**src/hdl/mm4_pkg.sv**
```systemverilog
// Shared types, constants and helpers for the 4x4 fixed-point matrix multiplier.
package mm4_pkg;

   localparam int FRAC_BITS = 16;
   localparam int DIM       = 4;
   localparam int CELLS     = DIM * DIM;
   localparam int IDX_W     = $clog2(DIM);
   localparam int CELL_W    = $clog2(CELLS);
   localparam int PIDX_W    = 4;
   localparam int PROD_W    = 64;
   localparam int SUM_W     = PROD_W + $clog2(DIM);

   localparam logic [IDX_W-1:0]  LAST_IDX  = IDX_W'(DIM - 1);
   localparam logic [CELL_W-1:0] LAST_CELL = CELL_W'(CELLS - 1);
   localparam logic [CELL_W+PIDX_W-1:0] LAST_WIDE = (CELL_W + PIDX_W)'(CELLS - 1);
   localparam logic [PIDX_W-1:0] LAST_PIDX = LAST_WIDE[PIDX_W-1:0];

   typedef struct packed {
      logic signed [31:0] left_value;
      logic signed [31:0] right_value;
   } req_type;

   typedef struct packed {
      logic signed [31:0] product_value;
      logic [PIDX_W-1:0]  product_index;
      logic               last_of_run;
   } rsp_type;

   // one access to the operand banks: enable plus row/column of the element
   typedef struct packed {
      logic             en;
      logic [IDX_W-1:0] row;
      logic [IDX_W-1:0] col;
   } access_type;

   // bookkeeping that travels with one product element down the pipeline
   typedef struct packed {
      logic              valid;
      logic [PIDX_W-1:0] index;
      logic              last;
   } tag_type;

   typedef enum logic [1:0] {
      ST_LOAD = 2'b01,
      ST_CALC = 2'b10
   } state_type;

   // low bits of an element position as carried on the result channel
   function automatic logic [PIDX_W-1:0] to_pidx(input logic [CELL_W-1:0] pos);
      logic [CELL_W+PIDX_W-1:0] wide;
      wide = {{PIDX_W{1'b0}}, pos};
      return wide[PIDX_W-1:0];
   endfunction

endpackage

```
**src/hdl/mm4_operand_store.sv**
```systemverilog
// Operand banks: left matrix split by column, right matrix split by row.
module mm4_operand_store (
   input  logic                             clock,
   input  logic                             advance,
   input  mm4_pkg::access_type              wr,
   input  mm4_pkg::req_type                 wr_data,
   input  mm4_pkg::access_type              rd,
   output logic [mm4_pkg::DIM-1:0][31:0]    left_ops,
   output logic [mm4_pkg::DIM-1:0][31:0]    right_ops
);

   // bank k of the left side holds left[r + DIM*k] at address r;
   // bank k of the right side holds right[k + DIM*c] at address c
   for (genvar k = 0; k < mm4_pkg::DIM; k++) begin : g_bank
      logic [31:0] left_mem  [mm4_pkg::DIM];
      logic [31:0] right_mem [mm4_pkg::DIM];
      logic [31:0] left_q_ff;
      logic [31:0] right_q_ff;

      always_ff @(posedge clock) begin
         if (wr.en && (wr.col == mm4_pkg::IDX_W'(k))) begin
            left_mem[wr.row] <= wr_data.left_value;
         end
         if (wr.en && (wr.row == mm4_pkg::IDX_W'(k))) begin
            right_mem[wr.col] <= wr_data.right_value;
         end
      end

      always_ff @(posedge clock) begin
         if (advance && rd.en) begin
            left_q_ff  <= left_mem[rd.row];
            right_q_ff <= right_mem[rd.col];
         end
      end

      assign left_ops[k]  = left_q_ff;
      assign right_ops[k] = right_q_ff;
   end

endmodule

```
**config.mk**
```make
export PLATFORM = sky130hd
export DESIGN_NAME = mm4_operand_store
export DESIGN_NICKNAME = d
export VERILOG_FILES = /design/src/hdl/mm4_pkg.sv /design/src/hdl/mm4_operand_store.sv
export SDC_FILE = /design/constraint.sdc
export NUM_CORES = 1
export LEC_CHECK = 0
export BUFFER_PORTS_ARGS = -buffer_cell sky130_fd_sc_hd__buf_2
export CORE_ASPECT_RATIO = 0.7
export CORE_MARGIN = 1.5
export CORE_UTILIZATION = 55
export CTS_CLUSTER_DIAMETER = 80
export DETAILED_ROUTE_END_ITERATION = 6
export MAX_ROUTING_LAYER = met4
export PLACE_DENSITY = 0.73
export SLEW_MARGIN = 25
export SYNTH_ARGS = -nofsm -noshare
export SYNTH_HDL_FRONTEND = slang
export SYNTH_SLANG_ARGS = --single-unit
```
**constraint.sdc**
```tcl
create_clock -name clock -period 8.25 [get_ports clock]
set_input_delay 0 -clock clock [delete_from_list [all_inputs] [get_ports clock]]
set_output_delay 0 -clock clock [all_outputs]
set_load 0.005 [all_outputs]
```
# == Word level (Yosys, flattened, before mapping) ==
# Memory sizes are Yosys's and may differ from the RTL's. A register that Yosys moved wholly into a read port is not among the register bits.
# Cells that the tools add are included.
# word_totals
ramBits,1024
mem_count,8
word_cells,41
register_bits,0
out_inout_bits,256
# classes
reduce_logical,11
n_eq_ne,6
n_mux,16
# mem_list
name,depth,width,rd,rd_ports_with_merged_regs,wr,line_no,rtl
g_bank[0].left_mem,4,32,1,1,1,mm4_operand_store.sv:15,logic [31:0] left_mem [mm4_pkg::DIM];
g_bank[0].right_mem,4,32,1,1,1,mm4_operand_store.sv:16,logic [31:0] right_mem [mm4_pkg::DIM];
g_bank[1].left_mem,4,32,1,1,1,mm4_operand_store.sv:15,
g_bank[1].right_mem,4,32,1,1,1,mm4_operand_store.sv:16,
g_bank[2].left_mem,4,32,1,1,1,mm4_operand_store.sv:15,
g_bank[2].right_mem,4,32,1,1,1,mm4_operand_store.sv:16,
2 more memories,n/a,n/a,n/a,n/a,n/a,n/a,
# op_table
operator,count
$mux W1,16
$logic_and A1 B1 Y1,9
$eq A2 B2 Y1 const B,4
$eq A2 B1 Y1 const B,2
$logic_not A2 Y1,2

# == Logic depth before layout (Yosys ltp) ==
# Gate-level depths: netlist of the first run.
# logic_depth
depth_word,4
depth_mapped,4

# == Least setup slack after synthesis of the first run ==
# Ideal clock, no wire load.
# synth_timing
path_kind,in2reg
start,input rd[4] in the netlist's numbering
end,"register g_bank[0].left_q_ff[0], read port of g_bank[0].left_mem (enable)"
path_stages,1
required_ps,7602
arrival_ps,5786
path_buffers,0
path_slack_ps,1816
path_cell_list,and2_1
# synth_via
elab_chain_len,1
# synth_rtl
item,line_no,rtl
"start, declared",mm4_operand_store.sv:7,"input mm4_pkg::access_type rd,"
$logic_and A1 B1 Y1,mm4_operand_store.sv:30,if (advance && rd.en) begin
"end, declared",mm4_operand_store.sv:17,logic [31:0] left_q_ff;
# No other way between the ends.

# == Final worst setup path of the first run ==
# layout_timing
start,input rd[1] in the netlist's numbering
end,"register g_bank[0].right_q_ff[10], read port of g_bank[0].right_mem (data pin)"
# layout_rtl
item,line_no,rtl
"end, declared",mm4_operand_store.sv:18,logic [31:0] right_q_ff;
# No word-level cell between the ends.

==> summary.log, run 1 <==
INFO  run_status     status=completed
INFO  global_route   via_count_of_the_first_global_routing_pass=20100
INFO  clock_network  htree_num_levels=3
INFO  sta            timing.clock.skew=19.6ps
INFO  synth          mappedNetlistNets=1713
INFO  route          vias_per_cell=5.84
INFO  sta            grt_setup_unrepaired=no
INFO  power_and_ir_drop clock_power_share=40.2%
INFO  sta            fin_tns_setup=0ps
INFO  route          routedLengthMet1=38000um
INFO  power_and_ir_drop share_comb_of_total_power=3.8%
INFO  synth          netlist_instances=1637
INFO  clock_network  tritoncts.num_buffers=113
INFO  final_layout   layout.cells.most_common=sky130_fd_sc_hd__edfxtp_1
INFO  power_and_ir_drop p_per_area=251mW/mm^2
INFO  synth          postSynthAreaPerCell=27.5squm
INFO  power_and_ir_drop p_leak=17.0nW
INFO  critical_path  cp.required=8650ps
INFO  die            die_width=345um
INFO  clock_network  cts_max_path_bufs=3
INFO  route          antenna_left=0
INFO  placed_design  finalWeightedCongestion=0.747
INFO  final_layout   num-nets-final=2208
INFO  sta            min_period_over_period=21.5%
INFO  power_and_ir_drop power.switching=2.58mW
INFO  global_route   maximum_number_of_pins_on_one_net_before_global_route_repair=147
INFO  route          postRouteWirelength=91100um
INFO  critical_path  worst_r2r_startpoint=g_bank[2].right_mem[3][27]$_DFFE_PP_
INFO  min_path       hp-class=input port to flop
INFO  critical_path  setup.worst_path.end_class=flop
INFO  power_and_ir_drop swShare=19.6%
INFO  route          maxUsedRoutingLayer=met4
INFO  clock_network  cts_post_setup_buffers_inserted=0
INFO  route          drc=0
INFO  power_and_ir_drop pwr-share-seq=55.9%
INFO  clock_network  postCtsResizedCells=0
INFO  die            initial_utilization=55.8%
INFO  critical_path  reg2regPathDepth=1
INFO  sta            hold_slack=12.2ps
INFO  final_layout   layout.cells.most_common_list=sky130_fd_sc_hd__edfxtp_1 (1280), sky130_fd_sc_hd__buf_2 (327), sky130_fd_sc_hd__mux4_2 (256)
INFO  route          detail_route.iter0.violations=2026
INFO  route          wl_met2=44000um
INFO  global_route   antenna_found_initial=1
INFO  clock_network  worst_setup_hold_path_clk_slew=60ps
INFO  clock_network  cts_root_buffer=sky130_fd_sc_hd__clkbuf_16
INFO  clock_network  holdBufCountCts=68
INFO  die            io-pin-count=332
INFO  sta            worst_slew_pin_tran=1020ps
INFO  die            fp-row-count=87
INFO  final_layout   drive_gt1_share=36.9%
INFO  sta            maxClockFrequency=563MHz
INFO  clock_network  clkSinkCount=1280
INFO  global_route   grt_util_all_layers=22.7%
INFO  route          met3_length=6760um
INFO  route          vias=19200
INFO  route          avgRoutedWirePerCell=27.7um
INFO  die            floorplan.core_area=0.0808sqmm
INFO  synth          synth.ff_latch_count=1280
INFO  final_layout   area_of_all_placed_cells_without_fillers=0.0525sqmm
INFO  die            die_area=0.0836sqmm
INFO  synth          part_of_the_yosys_area_used_for_sequential_elements=85.4%
INFO  synth          count_of_distinct_cell_types_in_the_synthesized_netlist=14
INFO  min_path       timing.hold.worst.start=rd[0]
INFO  critical_path  critical_path.max_fanout=49
INFO  clock_network  clock_insertion_delay_worst_skew=690ps
INFO  sta            post-route-min-period=1780ps
INFO  sta            timing.final.hold_violations=0
INFO  placed_design  placed_insts=3015
INFO  critical_path  critical_path.startpoint=rd[1]
INFO  route          drt_pre_antenna_iters=5
INFO  sta            setup_violations=0
INFO  critical_path  crit_path_start_kind=input port
INFO  power_and_ir_drop max-vdd-ir-drop=0.173mV
INFO  global_route   grt.overflow.total=0
INFO  synth          synth.cell_area=0.0450sqmm
INFO  job            cap_violations=0
INFO  critical_path  worst-setup-path-type=input port to flop
INFO  die            die_h=242um
INFO  final_layout   final.fill_count=5020
INFO  clock_network  tritoncts=done
INFO  critical_path  critical_path_arrival=2180ps
INFO  placed_design  standard_cell_area_after_detailed_placement=0.0480sqmm
INFO  final_layout   flow.area_growth_from_synthesis=16.6%
INFO  synth          ys.warnings.count=0
INFO  sta            slew_violations=0
INFO  min_path       worst_hold_path.num_cells=2
INFO  placed_design  place.port_buffers=331
INFO  final_layout   number_of_non_filler_instances_in_the_completed_layout=3288
INFO  global_route   wire_length_of_the_first_global_routing_pass=134000um
INFO  placed_design  detailedPlacementHpwl=50300um
INFO  power_and_ir_drop internal-power=10.6mW
INFO  sta            max_slew_margin=32.3%
==> stage by stage <==
stage	setup slack, ps	total power [mW]	util (%)
floorplan	1820	7.78	-
global placement	5530	7.95	59.3
detailed placement	5530	7.99	59.5
CTS	6220	13.3	64.9
global route	6450	13.5	65.0
finish	6470	13.2	65.0
==> cell usage after synthesis, drive strengths merged <==
cell / instances / area share [%]
nand3: 1 / 0.011
buf: 55 / 1.4
nand3b: 2 / 0.033
nor2: 24 / 0.20
nor3: 8 / 0.089
nand2b: 2 / 0.028
mux4: 256 / 13
or3b: 1 / 0.019
and2: 1 / 0.014
edfxtp: 1280 / 85
clkbuf: 6 / 0.050
nand2: 1 / 0.0083
==> worst paths after layout <==
| path | end | slack [ps] |
|---|---|---|
| worst min register to register | g_bank[2].left_q_ff[5]$_DFFE_PP_ | 630 |
| worst min-delay path | g_bank[0].right_q_ff[15]$_DFFE_PP_ | 10 |
| worst max register to register | g_bank[2].right_q_ff[27]$_DFFE_PP_ | 7050 |
| worst max-delay path | g_bank[0].right_q_ff[10]$_DFFE_PP_ | 6470 |
==> state kept, by name (all words and copies together) (netlist names) <==
signal / count
g_bank.right_q_ff: 128
g_bank.right_mem: 512
g_bank.left_mem: 512
g_bank.left_q_ff: 128
==> worst max-delay path, stage by stage <==
cell and delay (ps):
sky130_fd_sc_hd__dlygate4sd3_1 540, sky130_fd_sc_hd__buf_4 450, sky130_fd_sc_hd__buf_4 670, sky130_fd_sc_hd__mux4_2 430
==> power groups by stage <==
stage | clock network (mW) | logic, mW | registers (mW)
after global placement | 0 | 0.458 | 7.49
after floorplan | 0 | 0.269 | 7.51
after CTS | 5.38 | 0.511 | 7.37
final | 5.29 | 0.505 | 7.36
after detailed placement | 0 | 0.481 | 7.50
after global routing | 5.61 | 0.543 | 7.37
==> cell type report <==
| class | instances | area, sq um | area share [%] |
|---|---|---|---|
| sequential | 1280 | 38400 | 73.2 |
| antenna | 2 | 5.00 | 0.00953 |
| tap | 1068 | 1340 | 2.54 |
| timing repair buffer | 441 | 2860 | 5.44 |
| clock inverter | 66 | 792 | 1.51 |
| clock buffer | 135 | 2910 | 5.54 |
| multi-input combinational | 296 | 6170 | 11.7 |
==> layer usage <==
layer / track usage, % / up-vias
met2: 34.0 / 769
li1: - / 8046
met3: 4.79 / 137
met5: - / -
met4: 6.49 / 0
met1: 32.3 / 10200
==> cell families (layout without fill, tap and decap cells) <==
family	Yosys count	in the layout	share of synthesized area, %
simple gates	40	40	0.403
other cells	0	2	0
mux	256	256	12.8
flops	1280	1280	85.4
buf+inv	61	642	1.44
(Power assumes the default switching activity.)
==> run 2, diff against run 1 <==
Clock period 8.25 ns to 1.7 ns, I/O delays scaled along.
==> summary.log, run 2 (synthesis results as in run 1) <==
INFO  route          vias_per_cell=5.92
INFO  min_path       timing.hold.worst.start=wr[1]
INFO  placed_design  detailedPlacementHpwl=52900um
INFO  critical_path  crit_path_start_kind=input port
INFO  die            die_area=0.0836sqmm
INFO  clock_network  worst_setup_hold_path_clk_slew=70ps
INFO  power_and_ir_drop p_leak=17.3nW
INFO  sta            setup_violations=0
INFO  clock_network  tritoncts.num_buffers=112
INFO  placed_design  standard_cell_area_after_detailed_placement=0.0491sqmm
INFO  clock_network  htree_num_levels=3
INFO  placed_design  place.port_buffers=331
INFO  critical_path  crit_chain=dlygate4sd3_1 > buf_2 > and2_4 > dlygate4sd3_1 > buf_12 > buf_4
INFO  critical_path  worst-setup-path-type=input port to flop
INFO  critical_path  cp.buffers_inverters=5
INFO  critical_path  worst_r2r_startpoint=g_bank[3].right_mem[0][8]$_DFFE_PP_
INFO  final_layout   flow.area_growth_from_synthesis=18.1%
INFO  critical_path  critPathTopFamily=buffers and inverters
INFO  die            die_h=242um
INFO  critical_path  critical_path.max_fanout=41
INFO  run_status     status=completed
INFO  min_path       hold-path-endpoint=g_bank[0].right_mem[0][28]$_DFFE_PP_
INFO  die            die_width=345um
INFO  global_route   grt.overflow.total=0
INFO  global_route   via_count_of_the_first_global_routing_pass=20800
INFO  die            initial_utilization=55.8%
INFO  clock_network  cts_post_setup_buffers_inserted=0
INFO  sta            max_slew_margin=71.7%
INFO  global_route   grt_busiest_layer=met2
INFO  min_path       worst_hold_path.num_cells=3
INFO  critical_path  r2r_slack=520ps
INFO  sta            min_period_over_period=98.9%
INFO  critical_path  reg2regPathDepth=1
INFO  global_route   globalRouteMet1Util=32.3%
INFO  die            io-pin-count=332
INFO  global_route   met3_usage=3.92%
INFO  route          antenna_left=0
INFO  sta            maxClockFrequency=595MHz
INFO  final_layout   area_of_all_placed_cells_without_fillers=0.0532sqmm
INFO  route          drt_pre_antenna_iters=5
INFO  route          avgRoutedWirePerCell=28.2um
INFO  critical_path  critical_path_arrival=2050ps
INFO  sta            post-route-min-period=1680ps
INFO  die            floorplan.core_area=0.0808sqmm
INFO  clock_network  tritoncts=done
INFO  power_and_ir_drop post-layout-total-power=61.9mW
INFO  route          postRouteWirelength=94000um
INFO  clock_network  cts_max_path_bufs=3
INFO  sta            slew_violations=0
INFO  clock_network  clock_insertion_delay_worst_skew=660ps
INFO  final_layout   layout.cells.most_common=sky130_fd_sc_hd__edfxtp_1
INFO  clock_network  cts_root_buffer=sky130_fd_sc_hd__clkbuf_16
INFO  power_and_ir_drop p_per_area=1160mW/mm^2
INFO  critical_path  critical_path.reg2reg.endpoint=g_bank[3].right_q_ff[8]$_DFFE_PP_
INFO  critical_path  cell_with_the_biggest_individual_delay_on_the_critical_path=sky130_fd_sc_hd__dlygate4sd3_1
INFO  critical_path  cpPeakStageDelay=670ps
INFO  sta            timing.final.hold_violations=0
INFO  final_layout   num-nets-final=2258
INFO  power_and_ir_drop max-vdd-ir-drop=0.833mV
INFO  sta            worst_slew_pin_tran=425ps
INFO  route          vias=19800
INFO  sta            hold_slack=49.3ps
INFO  global_route   wire_length_of_the_first_global_routing_pass=138000um
INFO  critical_path  critical-path-top-cell-by-count=sky130_fd_sc_hd__dlygate4sd3_1
INFO  critical_path  setup.worst_path.end_class=flop
INFO  min_path       hp-class=input port to flop
INFO  final_layout   antenna_cells_inserted=0
INFO  final_layout   layout.cells.most_common_list=sky130_fd_sc_hd__edfxtp_1 (1280), sky130_fd_sc_hd__buf_2 (327), sky130_fd_sc_hd__mux4_2 (256)
INFO  final_layout   drive_gt1_share=37.3%
INFO  global_route   grt_use_met2=36.7%
INFO  global_route   grt_util_all_layers=23.5%
INFO  sta            timing.clock.skew=20.0ps
INFO  die            fp-row-count=87
INFO  sta            grt_setup_unrepaired=no
INFO  global_route   antenna_found_initial=1
INFO  final_layout   biggestRegsByFlops=g_bank.left_mem (512), g_bank.right_mem (512)
INFO  route          drc=0
INFO  sta            fin_tns_setup=0ps
INFO  route          detail_route.iter0.violations=1875
INFO  global_route   maximum_number_of_pins_on_one_net_before_global_route_repair=53
INFO  final_layout   final.fill_count=4967
INFO  job            cap_violations=0
INFO  critical_path  cp.required=2070ps
INFO  placed_design  finalWeightedCongestion=0.757
INFO  clock_network  clkSinkCount=1280
[run 2: cell count changes in the layout (fill, tap and decap cells not counted), moves of 4 or more]
cell,previous run,this run
sky130_fd_sc_hd__nor3_2,8,0
sky130_fd_sc_hd__nor3_4,0,8
sky130_fd_sc_hd__clkinv_2,14,9
sky130_fd_sc_hd__bufinv_16,17,4
sky130_fd_sc_hd__clkinv_1,24,31
sky130_fd_sc_hd__clkbuf_1,22,35
sky130_fd_sc_hd__buf_16,4,0
sky130_fd_sc_hd__buf_12,8,61
[run 2: cell type report]
type / instances / area (sq um) / share of cell area [%]
clock buffers: 149 / 2980 / 5.61
well taps: 1068 / 1340 / 2.51
clock inverters: 53 / 362 / 0.680
repair buffers: 492 / 3830 / 7.20
flip-flops and latches: 1280 / 38400 / 72.3
multi-input cells: 296 / 6220 / 11.7
[run 2: where the power goes]
part	switching (mW)	internal [mW]	leakage, nW	total [mW]
Combinational	1.47	1.18	4.00	2.65
Sequential	0.205	35.5	11.7	35.7
Clock	10.6	12.9	1.61	23.5
Total	12.3	49.6	17.3	61.9
[run 2: worst max-delay path by stage]
stage                 start                                 end  slack (ps)  depth (start not counted)
finish                rd[4]  g_bank[2].right_q_ff[15]$_DFFE_PP_          20                          6
global route          rd[4]  g_bank[2].right_q_ff[15]$_DFFE_PP_           1                          6
CTS                   rd[4]  g_bank[2].right_q_ff[15]$_DFFE_PP_          40                          6
detailed placement    wr[3]  g_bank[0].left_mem[0][5]$_DFFE_PP_         130                          5
global placement      wr[3]  g_bank[0].left_mem[0][5]$_DFFE_PP_         140                          5
floorplan           advance    g_bank[0].left_q_ff[0]$_DFFE_PP_        -530                          1
[run 2: timing repair]
item	4_1_cts	5_1_grt
hold endpoints to repair	1092	0
hold buffers	70	0
gates resized for setup	0	0
[run 2: worst min-delay path, cell delays in order]
cell                     delay (ps)
sky130_fd_sc_hd__buf_2          250
sky130_fd_sc_hd__nor3_4          90
sky130_fd_sc_hd__buf_12         170
[run 2: stage by stage]
stage                     instances  worst slack, ps  util [%]
after floorplan                1637             -532         -
after global placement         3066              136      60.8
after detailed placement       3066              131      60.8
after CTS                      3338             43.9      65.8
after global routing           3338             1.18      65.8
final                          3338             18.0      65.8
[run 2: metal layers]
metal,vias up,wire (um)
met1,10600,38600
met2,838,46600
met5,-,0
met3,145,6450
li1,8158,-
met4,0,2340
==> run 3, diff against run 2 <==
Settings changed: MAX_ROUTING_LAYER met4 to unset.
==> summary.log, run 3 (synthesis results as in run 1) <==
INFO  route          avgRoutedWirePerCell=28.1um
INFO  sta            timing.clock.skew=19.3ps
INFO  global_route   grt.overflow.total=0
INFO  power_and_ir_drop post-layout-total-power=61.8mW
INFO  final_layout   flow.area_growth_from_synthesis=18.1%
INFO  placed_design  detailedPlacementHpwl=52900um
INFO  final_layout   drive_gt1_share=37.3%
INFO  global_route   antenna_found_initial=1
INFO  sta            worst_slew_pin_tran=425ps
INFO  die            die_h=242um
INFO  final_layout   layout.cells.most_common=sky130_fd_sc_hd__edfxtp_1
INFO  critical_path  crit_path_start_kind=input port
INFO  critical_path  critical_path_arrival=2040ps
INFO  die            initial_utilization=55.8%
INFO  final_layout   fin_util=65.8%
INFO  final_layout   multi_input_comb_area=0.00622sqmm
INFO  sta            timing.final.hold_violations=0
INFO  route          postRouteWirelength=93900um
INFO  clock_network  tritoncts=done
INFO  global_route   grt_util_all_layers=22.7%
INFO  route          antenna_left=0
INFO  sta            max_slew_margin=71.7%
INFO  clock_network  worst_setup_hold_path_clk_slew=70ps
INFO  sta            hold_slack=45.3ps
INFO  route          wl_met2=46500um
INFO  final_layout   num-nets-final=2258
INFO  global_route   via_count_of_the_first_global_routing_pass=20800
INFO  critical_path  worst-setup-path-type=input port to flop
INFO  critical_path  crit_chain=dlygate4sd3_1 > buf_2 > and2_4 > dlygate4sd3_1 > buf_12 > buf_4
INFO  route          met3_length=6550um
INFO  sta            post-route-min-period=1680ps
INFO  job            cap_violations=0
INFO  sta            maxClockFrequency=596MHz
INFO  placed_design  standard_cell_area_after_detailed_placement=0.0491sqmm
INFO  die            io-pin-count=332
INFO  clock_network  htree_num_levels=3
INFO  final_layout   seq_area=0.0384sqmm
INFO  critical_path  setup.worst_path.end_class=flop
INFO  critical_path  cp.buffers_inverters=5
INFO  critical_path  cpPeakStageDelay=670ps
INFO  route          detail_route.iter0.violations=1846
INFO  run_status     status=completed
INFO  clock_network  tritoncts.num_buffers=112
INFO  clock_network  clkSinkCount=1280
INFO  power_and_ir_drop p_leak=17.3nW
INFO  sta            slew_violations=0
INFO  clock_network  cts_root_buffer=sky130_fd_sc_hd__clkbuf_16
INFO  route          vias=19800
INFO  clock_network  clock_insertion_delay_worst_skew=660ps
INFO  critical_path  cp.required=2060ps
INFO  final_layout   layout.cells.most_common_list=sky130_fd_sc_hd__edfxtp_1 (1280), sky130_fd_sc_hd__buf_2 (327), sky130_fd_sc_hd__mux4_2 (256)
INFO  die            die_width=345um
INFO  power_and_ir_drop p_per_area=1160mW/mm^2
INFO  critical_path  critical_path.max_fanout=41
INFO  min_path       hp-class=input port to flop
INFO  critical_path  critical-path-top-cell-by-count=sky130_fd_sc_hd__dlygate4sd3_1
INFO  sta            grt_setup_unrepaired=no
INFO  route          maxUsedRoutingLayer=met4
INFO  route          vias_per_cell=5.92
INFO  die            fp-row-count=87
INFO  placed_design  place.port_buffers=331
INFO  final_layout   final.fill_count=4967
INFO  die            floorplan.core_area=0.0808sqmm
INFO  critical_path  r2r_slack=520ps
INFO  clock_network  cts_post_setup_buffers_inserted=0
INFO  final_layout   antenna_cells_inserted=0
INFO  final_layout   biggestRegsByFlops=g_bank.left_mem (512), g_bank.right_mem (512)
INFO  placed_design  finalWeightedCongestion=0.748
INFO  sta            setup_violations=0
INFO  route          routedLengthMet1=38400um
INFO  critical_path  critPathTopFamily=buffers and inverters
INFO  die            die_area=0.0836sqmm
INFO  route          drc=0
INFO  global_route   wire_length_of_the_first_global_routing_pass=138000um
INFO  route          drt_pre_antenna_iters=5
INFO  power_and_ir_drop max-vdd-ir-drop=0.836mV
INFO  global_route   maximum_number_of_pins_on_one_net_before_global_route_repair=53
INFO  clock_network  cts_max_path_bufs=3
INFO  critical_path  cell_with_the_biggest_individual_delay_on_the_critical_path=sky130_fd_sc_hd__dlygate4sd3_1
INFO  final_layout   area_of_all_placed_cells_without_fillers=0.0532sqmm
INFO  sta            fin_tns_setup=0ps
INFO  sta            min_period_over_period=98.7%
-- run 3: cell counts in the layout (fill, tap and decap cells not counted) --
Identical to the previous run, type by type.
-- run 3: path summary, 6_finish.rpt --
check / cells past startpoint / startpoint / end
setup / recovery: 6 / rd[4] / g_bank[2].right_q_ff[15]$_DFFE_PP_
hold / removal: 3 / wr[1] / g_bank[0].right_mem[0][28]$_DFFE_PP_
setup reg to reg: 1 / g_bank[1].left_mem[3][2]$_DFFE_PP_ / g_bank[1].left_q_ff[2]$_DFFE_PP_
hold reg to reg: 1 / g_bank[1].left_mem[2][3]$_DFFE_PP_ / g_bank[1].left_q_ff[3]$_DFFE_PP_
-- run 3: power breakdown --
group          leakage, nW  switching, mW  internal (mW)
clock network         1.61           10.6           12.9
registers             11.7          0.205           35.5
logic                 4.00           1.47           1.18
total                 17.3           12.2           49.6
-- run 3: area by class of cell --
| class | instances | area share (%) |
|---|---|---|
| Timing Repair Buffer | 492 | 7.20 |
| Clock inverter | 53 | 0.680 |
| Sequential cell | 1280 | 72.3 |
| Clock buffer | 149 | 5.61 |
| Tap cell | 1068 | 2.51 |
| Multi-Input combinational cell | 296 | 11.7 |
-- run 3: through the flow --
step | setup slack [ps] | cells
CTS | 43.9 | 3338
global route | 2.24 | 3338
finish | 22.6 | 3338
floorplan | -532 | 1637
global placement | 136 | 3066
detailed placement | 131 | 3066
-- run 3: repair_timing --
item,in CTS,in global routing
hold buffers,70,0
endpoints found under the hold margin,1092,0
resized for setup,0,0
-- run 3: metal layers --
layer | vias up | global-route usage [%]
li1 | 8162 | -
met1 | 10600 | 32.3
met2 | 856 | 36.7
met3 | 157 | 3.95
met4 | 0 | 7.04
met5 | - | 0
